`src/design/rcfp_pkg.sv`:
```
// Shared types and constants of the remote control frame parser.
package rcfp_pkg;

    // Frame header bytes.
    localparam logic [7:0] SYNC0 = 8'hAA;
    localparam logic [7:0] SYNC1 = 8'h55;

    // Only buffer bytes 0 to 18 are ever read back, so only those are stored.
    localparam int CAPTURE_TAPS = 19;

    // Reset value of the lock word: the all-lock byte starts at one.
    localparam logic [31:0] LOCK_RESET = 32'h0100_0000;

    typedef enum logic [2:0] {
        ST_BUSY     = 3'd0,
        ST_ACCEPT   = 3'd1,
        ST_CSUM_BAD = 3'd2,
        ST_LEN_BAD  = 3'd3,
        ST_HDR_ERR  = 3'd4
    } status_t;

    typedef struct packed {
        status_t status;
        logic    store;      // write the byte into the frame buffer
        logic    capture;    // good frame: load the command registers
        logic    clear_cmd;  // header error: zero motion and aux commands
    } step_ctrl_t;

endpackage

```
`src/design/rcfp_frame_check.sv`:
```
// Per-byte frame decision: buffer overflow, header, length, end of frame and checksum checks.
module rcfp_frame_check #(
    parameter int MAX_PAYLOAD = 16,
    localparam int CntW = $clog2(MAX_PAYLOAD + 9)
) (
    input  logic [7:0]             rx_byte,
    input  logic [CntW-1:0]        byte_count,
    input  logic [7:0]             head0,
    input  logic [7:0]             head1,
    input  logic [7:0]             len,
    input  logic [7:0]             running_sum,
    output rcfp_pkg::step_ctrl_t   ctrl,
    output logic [CntW-1:0]        count_next,
    output logic [7:0]             sum_next
);
    import rcfp_pkg::*;

    localparam int BufDepth = MAX_PAYLOAD + 8;
    localparam int LenMax   = MAX_PAYLOAD + 4;

    logic [CntW-1:0] count_inc;
    logic [7:0]      first_byte;
    logic [8:0]      frame_end;
    logic            restart;

    assign count_inc = byte_count + CntW'(1);
    // The first byte of a frame is checked in the cycle it arrives.
    assign first_byte = (byte_count == '0) ? rx_byte : head0;
    assign frame_end  = {1'b0, len} + 9'd4;

    always_comb begin
        ctrl.status    = ST_BUSY;
        ctrl.store     = 1'b0;
        ctrl.capture   = 1'b0;
        ctrl.clear_cmd = 1'b0;
        restart        = 1'b0;
        priority if (byte_count >= CntW'(BufDepth)) begin
            ctrl.status    = ST_HDR_ERR;
            ctrl.clear_cmd = 1'b1;
            restart        = 1'b1;
        end else begin
            ctrl.store = 1'b1;
            priority if (first_byte != SYNC0) begin
                ctrl.status    = ST_HDR_ERR;
                ctrl.clear_cmd = 1'b1;
                restart        = 1'b1;
            end else if (count_inc > CntW'(3)) begin
                priority if (head1 != SYNC1) begin
                    ctrl.status    = ST_HDR_ERR;
                    ctrl.clear_cmd = 1'b1;
                    restart        = 1'b1;
                end else if (len > 8'(LenMax)) begin
                    ctrl.status = ST_LEN_BAD;
                    restart     = 1'b1;
                end else if (9'(count_inc) >= frame_end) begin
                    if (running_sum == rx_byte) begin
                        ctrl.status  = ST_ACCEPT;
                        ctrl.capture = 1'b1;
                    end else begin
                        ctrl.status = ST_CSUM_BAD;
                    end
                    restart = 1'b1;
                end else begin
                    // Payload byte: keep counting and summing.
                    restart = 1'b0;
                end
            end else begin
                // First, second or third byte of the header is still being collected.
                restart = 1'b0;
            end
        end
    end

    assign count_next = restart ? '0 : count_inc;
    assign sum_next   = restart ? 8'd0 : running_sum + rx_byte;

endmodule

```
`src/design/remote_control_frame_parser.sv`:
```
// Top level of the remote control frame parser.
//
// Each input transfer on s_* carries one received byte of the stream
// (s_rx_byte). Every byte gives exactly one result transfer on m_*: a status
// code (busy, frame accepted, checksum bad, length too large, header error)
// together with the accepted-frame count and the motion, aux and lock command
// words as they stand after that byte.
//
// The result of a byte is registered and shows in the cycle after the byte
// is taken. Throughput is one byte per cycle; the whole check runs between
// the frame state registers and the result register. s_ready is high while
// the result register is empty or is being emptied in the same cycle, so a
// stall on m_ready holds the result and stops input until it is taken.
//
// A synchronous reset (aresetn low) clears the frame buffer, the byte count,
// the running sum, the frame count and the command words; the all-lock byte
// of the lock word resets to one. No result is pending after reset.
module remote_control_frame_parser #(
    parameter int MAX_PAYLOAD = 16
) (
    input  logic        aclk,
    input  logic        aresetn,
    input  logic        s_valid,
    output logic        s_ready,
    input  logic [7:0]  s_rx_byte,
    output logic        m_valid,
    input  logic        m_ready,
    output logic [2:0]  m_status,
    output logic [31:0] m_frames_accepted,
    output logic [31:0] m_motion_bytes,
    output logic [39:0] m_aux_bytes,
    output logic [31:0] m_lock_bytes
);
    import rcfp_pkg::*;

    localparam int CntW = $clog2(MAX_PAYLOAD + 9);

    logic [7:0]      buf_reg [CAPTURE_TAPS];
    logic [7:0]      tap     [CAPTURE_TAPS];
    logic [CntW-1:0] byte_count_reg, byte_count_next;
    logic [7:0]      sum_reg, sum_next;
    logic [31:0]     frames_reg, frames_next;
    logic [31:0]     motion_reg, motion_next;
    logic [39:0]     aux_reg, aux_next;
    logic [31:0]     lock_reg, lock_next;
    status_t         status_reg;
    logic            m_valid_reg, m_valid_next;
    logic            accept;
    step_ctrl_t      ctrl;
    logic [CntW-1:0] count_step;
    logic [7:0]      sum_step;

    assign s_ready = !m_valid_reg || m_ready;
    assign accept  = s_valid && s_ready;

    rcfp_frame_check #(
        .MAX_PAYLOAD(MAX_PAYLOAD)
    ) u_check (
        .rx_byte     (s_rx_byte),
        .byte_count  (byte_count_reg),
        .head0       (buf_reg[0]),
        .head1       (buf_reg[1]),
        .len         (buf_reg[2]),
        .running_sum (sum_reg),
        .ctrl        (ctrl),
        .count_next  (count_step),
        .sum_next    (sum_step)
    );

    // The byte being written is visible to the command capture at once.
    always_comb begin
        for (int i = 0; i < CAPTURE_TAPS; i++) begin
            tap[i] = (ctrl.store && byte_count_reg == CntW'(i)) ? s_rx_byte : buf_reg[i];
        end
    end

    always_comb begin
        byte_count_next = byte_count_reg;
        sum_next        = sum_reg;
        frames_next     = frames_reg;
        motion_next     = motion_reg;
        aux_next        = aux_reg;
        lock_next       = lock_reg;
        if (accept) begin
            byte_count_next = count_step;
            sum_next        = sum_step;
            if (ctrl.capture) begin
                frames_next = frames_reg + 32'd1;
                lock_next   = {tap[18], tap[14], tap[4], tap[3]};
                motion_next = {tap[8], tap[7], tap[6], tap[5]};
                aux_next    = {tap[13], tap[12], tap[11], tap[10], tap[9]};
            end else if (ctrl.clear_cmd) begin
                motion_next = '0;
                aux_next    = '0;
            end
        end
    end

    always_comb begin
        m_valid_next = m_valid_reg;
        if (accept) begin
            m_valid_next = 1'b1;
        end else if (m_ready) begin
            m_valid_next = 1'b0;
        end
    end

    always_ff @(posedge aclk) begin
        if (!aresetn) begin
            for (int i = 0; i < CAPTURE_TAPS; i++) begin
                buf_reg[i] <= 8'd0;
            end
            byte_count_reg <= '0;
            sum_reg        <= 8'd0;
            frames_reg     <= 32'd0;
            motion_reg     <= 32'd0;
            aux_reg        <= 40'd0;
            lock_reg       <= LOCK_RESET;
            m_valid_reg    <= 1'b0;
        end else begin
            for (int i = 0; i < CAPTURE_TAPS; i++) begin
                if (accept && ctrl.store && byte_count_reg == CntW'(i)) begin
                    buf_reg[i] <= s_rx_byte;
                end
            end
            byte_count_reg <= byte_count_next;
            sum_reg        <= sum_next;
            frames_reg     <= frames_next;
            motion_reg     <= motion_next;
            aux_reg        <= aux_next;
            lock_reg       <= lock_next;
            m_valid_reg    <= m_valid_next;
        end
    end

    always_ff @(posedge aclk) begin
        if (accept) begin
            status_reg <= ctrl.status;
        end
    end

    // State changes only on an input transfer, which also loads the result
    // register, so the state registers always match the pending result.
    assign m_valid           = m_valid_reg;
    assign m_status          = status_reg;
    assign m_frames_accepted = frames_reg;
    assign m_motion_bytes    = motion_reg;
    assign m_aux_bytes       = aux_reg;
    assign m_lock_bytes      = lock_reg;

endmodule

```
`config.mk`:
```
export PLATFORM = sky130hd
export DESIGN_NAME = remote_control_frame_parser
export DESIGN_NICKNAME = d
export VERILOG_FILES = /design/src/design/rcfp_pkg.sv /design/src/design/rcfp_frame_check.sv /design/src/design/remote_control_frame_parser.sv
export SDC_FILE = /design/constraint.sdc
export NUM_CORES = 1
export LEC_CHECK = 0
export ABC_AREA = 1
export BUFFER_PORTS_ARGS = -buffer_cell sky130_fd_sc_hd__buf_2
export CORE_ASPECT_RATIO = 1.5
export CORE_MARGIN = 2
export CORE_UTILIZATION = 40
export CTS_BUF_LIST = sky130_fd_sc_hd__clkbuf_2
export DETAILED_ROUTE_END_ITERATION = 12
export PLACE_DENSITY_LB_ADDON = 0.2
export SLEW_MARGIN = 10
export SYNTH_ARGS = -nofsm -noshare
export SYNTH_HDL_FRONTEND = slang
export SYNTH_HIERARCHICAL = 1
export SYNTH_SLANG_ARGS = --single-unit
```
`constraint.sdc`:
```
create_clock -name aclk -period 4.1 [get_ports aclk]
set_input_delay 0.82 -clock aclk [delete_from_list [all_inputs] [get_ports aclk]]
set_output_delay 0.82 -clock aclk [all_outputs]
set_load 0.005 [all_outputs]
```
### Word level (Yosys, flattened, before mapping)

Memory sizes are Yosys's and may differ from the RTL's. A register that Yosys moved wholly into a read port is not among the register bits.
Index checks and enable logic that the tools add are counted.

| storage, ports and cells | value |
|---|---|
| bits in writable memories | 152 |
| word-level logic and storage cells | 217 |
| bits in registers | 121 |
| output and inout port bits | 141 |
| memories | 1 |
| input bits | 12 |

| cells by class | value |
|---|---|
| mux-type cells | 116 |
| $lt $le $gt $ge | 4 |
| equality and inequality tests | 21 |
| bitwise gates (word level) | 20 |
| add/sub/neg operators | 4 |
| reduce and logical (&&, ||, !) cells | 43 |

Memory list:

| name | depth | width | read ports | clocked after Yosys merged registers in | wr ports | RTL line | RTL |
|---|---|---|---|---|---|---|---|
| buf_reg | 19 | 8 | 16 | 4 | 19 | remote_control_frame_parser.sv:38 | `logic [7:0] buf_reg [CAPTURE_TAPS];` |

Operators by type and width:

| cell | count |
|---|---|
| 2-to-1 mux 8 bit | 30 |
| 2-to-1 mux 40 bit | 2 |
| 2-to-1 mux 1 bit | 74 |
| 2-to-1 mux 32 bit | 2 |
| equality test 5 x 4 -> 1 bit (second input constant) | 8 |
| adder 32 x 1 -> 32 bit (second input constant) | 1 |
| logical AND 1 bit | 30 |
| equality test 5 x 3 -> 1 bit (second input constant) | 4 |
| bitwise OR 1 bit | 19 |
| equality test 5 bit (second input constant) | 3 |
| 2-to-1 mux 3 bit | 4 |
| equality test 5 x 2 -> 1 bit (second input constant) | 2 |
| adder 8 x 3 -> 9 bit (second input constant) | 1 |
| >= comparator 5 x 9 -> 1 bit | 1 |
| adder 8 bit | 1 |
| equality test 8 bit | 1 |
| greater-than comparator 8 x 5 -> 1 bit (second input constant) | 1 |
| inequality test 8 x 7 -> 1 bit (second input constant) | 1 |
| inequality test 8 bit (second input constant) | 1 |
| 2-to-1 mux 2 bit | 3 |
| adder 5 x 1 -> 5 bit (second input constant) | 1 |
| equality test 5 x 1 -> 1 bit (second input constant) | 1 |
| >= comparator 5 bit (second input constant) | 1 |
| greater-than comparator 5 x 2 -> 1 bit (second input constant) | 1 |
| 9 further kinds | 15 |

### Longest topological paths before layout

An unclocked memory read counts as a cell.

| logic depth | value |
|---|---|
| depth after elaboration | 15 |
| depth in mapped cells | 19 |
| depth with buffers taken out | 19 |

### Cells and area by module

Netlist, hierarchy kept.

By module, submodules not included:

| module | sequential area each (µm²) | cells an instance | area an instance (µm²) | instances |
|---|---|---|---|---|
| remote_control_frame_parser | 6856.6 | 1315 | 11639.9 | 1 |
| rcfp_frame_check | 0.0 | 173 | 937.1 | 1 |

### Least setup slack after synthesis

OpenSTA, ideal clock, no wires.

| timing | value |
|---|---|
| kind | in2reg |
| from | input port s_rx_byte[5] |
| to | register frames_reg[28], in the netlist m_frames_accepted[28] |
| library setup time | 113 ps |
| stages | 12 |
| path slack | 1102 ps |
| data arrival time | 2886 ps |
| required time | 3987 ps |
| path buffers | 0 |
| cell sequence | ha_1 nor4_1 nand3_1 or2_2 nor2_1 nand3_2 nor2_2 nand3_1 nor2_1 nand2_1 nand2_1 nor2_1 |

RTL lines:

| item | RTL line | RTL |
|---|---|---|
| start, declared | remote_control_frame_parser.sv:25 | `input logic [7:0] s_rx_byte,` |
| end signal, assigned | remote_control_frame_parser.sv:128 | `frames_reg <= frames_next;` |
| end, declared | remote_control_frame_parser.sv:42 | `logic [31:0] frames_reg, frames_next;` |

==> impl_metrics.tcl <==
set metrics [dict create \
    outcome "finished clean" \
    arrival_ns 4.32 \
    min_path_type "in2reg" \
    drtIter0Drc 602 \
    powerDensity_nw_per_um2 367.7 \
    end_kind "flop" \
    cpMaxStageDelayCell "dfxtp_1" \
    antenna_found_initial 1 \
    dpl_cell_area_um2 13640 \
    final_antenna_net_count 0 \
    yosysMostFrequentCell "nand2_1" \
    cts.path.max_buffers 3 \
    wl_per_cell_um 16.05 \
    finalSetupTns_ns 0 \
    drive_gt1_share_pct 18.47 \
    crit_path_max_fanout 89 \
    num_rows 79 \
    ir_drop_mv 0.1612 \
    grt_start_max_net_pins 90 \
    postCtsSetupBuffers 0 \
    path_delay_family "simple AND/OR/NAND/NOR gates" \
    rsz0062_at_grt "false" \
    clock_skew_ns 0.1034 \
    maxSlewViolCount 0 \
    rrSetupSlack_ns 0.61 \
    synth-main-ff-cell "dfxtp_1" \
    cp.required_ns 4.94 \
    grt_usage_pct 20.40 \
    yosysSeqAreaShare_pct 54.52 \
    first_pass_iters 7 \
    path_cells "ha_1 -> nor2_1 -> nor2_1 -> ha_1 -> nand3_1 -> nand2_1 -> nand2_1 -> nand4_1 -> nand2_1 -> or2_2 -> nor2_1 -> nand3_2 -> clkinv_2 -> buf_12 -> nand3_1 -> nand2_1 -> inv_1" \
    worst_setup_path_start_kind "flop" \
    vias 10665 \
    drc 0 \
    cts_made_buffers 68 \
    final_area_um2 14280 \
    period_needed_ns 3.487 \
    synthesis.area_um2 12580 \
    min_from "s_rx_byte[7]" \
    wl_mm 33.80 \
    synth_cell_types 38 \
    syn2layout_area_growth_pct 13.54 \
    via_per_inst 5.064 \
    postCtsResizedCells 0 \
    htreeDepth 3 \
    hold_viol_final 0 \
    fmax_mhz 286.8 \
    fin_crit_sh_pct 85.04 \
    synth_common_cells "323 x nand2_1, 191 x nor2_1, 158 x dfxtp_1" \
    maxSlewHeadroom_pct 27.81 \
    synth_top_area_share_pct 29.37 \
    fin_nets 1679 \
    cts_tree "done" \
    syn_avg_cell_area_um2 8.452 \
    synth-seq-cells 281 \
    setup.worst_path.class "reg2reg" \
    syn_nets 1519 \
    io_buffers 152 \
    leakage_nw 6.233 \
    gp_congestion 0.8218 \
    synth.top_cells.by_area "edfxtp_1 29%, dfxtp_1 25%, nand2_1 9.6%" \
    grt_pass1_vias 10124 \
    largest_register_ffs 128 \
    die_w_um 148.8 \
    synth_top_area_cell "edfxtp_1" \
    whs_path_depth 3 \
    ios 153 \
    clkLatencyLatePin_ns 0.97 \
    clockRootBuffer "clkbuf_2" \
    worstMarginPinSlew_ns 1.077 \
    cap_violations 0 \
    ys_warn_count 6 \
    hold_buffers 0 \
    coreArea_um2 31040 \
    clk_pin_slew_worst_paths_ns 0.11 \
    die_height_um 221.2 \
    cts_sinks 281 \
    setup_violations 0 \
    dp_hpwl_mm 22.30 \
    max_stage_delay_ns 0.52 \
    cpMostUsedCell "nand2_1" \
    start_util_pct 40.52 \
    r2r.worst_path.cells 17 \
    grt_overflow_total 0 \
    async_flop_share_pct 0 \
    min_to "buf_reg[18][7]" \
    reg2reg_from "byte_count_reg[0]" \
    grt_pass1_wl_mm 52.97 \
    netlist_instances 1488 \
    r2r_end "m_lock_bytes[27]" \
    path_buf_inv 3 \
    synth_edf_count 123 \
    dieArea_um2 32910 \
]
==> kinds of logic after synthesis <==
logic type / count (synthesis) / share of synthesized area (%)
adder cells (fa/ha/maj): 19 / 1.950
AND/OR/NAND/NOR: 675 / 22.63
flip-flops: 281 / 54.52
XOR/XNOR: 15 / 1.045
buffers and inverters: 222 / 7.133
AO/OA/AOI/OAI: 276 / 12.72
==> placed cells by master, fill, tap and decap left out, drive strengths merged <==
| cell | instances |
|---|---|
| xnor2 | 6 |
| a21oi | 133 |
| o21ai | 60 |
| nand3b | 1 |
| or2 | 1 |
| diode | 1 |
| o21a | 31 |
| clkinvlp | 2 |
| nor3 | 19 |
| and2 | 2 |
| nand2 | 327 |
| clkbuf | 106 |
| o31a | 1 |
| bufinv | 1 |
| nand4 | 19 |
| nand3 | 99 |
| inv | 145 |
| edfxtp | 123 |
| a31oi | 1 |
| nor2 | 205 |
| o211ai | 48 |
| fa | 1 |
| o21bai | 2 |
| clkinv | 13 |
| dfxtp | 158 |
| nor4 | 2 |
| ha | 18 |
| xor2 | 9 |
| buf | 167 |
==> power by group <==
part | internal, mW | switching (mW)
sequential | 2.98 | 0.0290
clock | 0.749 | 1.14
combinational | 0.0824 | 0.269
==> final cells by class <==
cell class                      instances  area (um^2)
Antenna cell                            1        2.502
Multi-Input combinational cell        985         4835
Clock buffer                          106        530.5
Sequential cell                       281         6857
Tap cell                              405        506.7
Fill cell                            3178        16760
Timing Repair Buffer                  167        900.9
Clock inverter                         16        102.6
Inverter                              145        545.5
==> worst max-delay path by stage <==
| stage | start | end | slack [ns] | cells past startpoint |
|---|---|---|---|---|
| CTS | byte_count_reg[0] | m_lock_bytes[27] | 0.59 | 17 |
| global placement | s_rx_byte[5] | m_lock_bytes[27] | 0.49 | 12 |
| finish | byte_count_reg[0] | m_lock_bytes[27] | 0.61 | 17 |
| detailed placement | s_rx_byte[5] | m_lock_bytes[27] | 0.40 | 12 |
| global route | byte_count_reg[0] | m_aux_bytes[19] | 0.20 | 16 |
| floorplan | s_rx_byte[5] | m_frames_accepted[28] | 1.10 | 12 |
==> per-stage QoR <==
stage	instances	total power, mW	utilization [%]	setup slack [ns]	hold WS [ns]
after floorplan	1488	3.307	-	1.102	0.4592
final	2106	5.250	46.01	0.6132	0.2700
after global placement	1983	3.417	43.96	0.4889	0.4537
after detailed placement	1983	3.423	43.96	0.4008	0.4543
after CTS	2105	5.326	46.00	0.5905	0.1714
after global routing	2106	5.497	46.01	0.1951	0.2404
==> per-layer routing <==
metal / share of wire, % / global-route usage (%) / routed length, um
met5: 0 / 0 / 0
met4: 2.4 / 8.295 / 824
met3: 5.7 / 3.588 / 1942
met2: 51 / 35.81 / 17090
met1: 41 / 24.54 / 13950
==> worst min-delay path: stages <==
cell,delay [ns]
buf_2,0.18
nand2_1,0.12
a21oi_1,0.06
(Power assumes the default switching activity.)
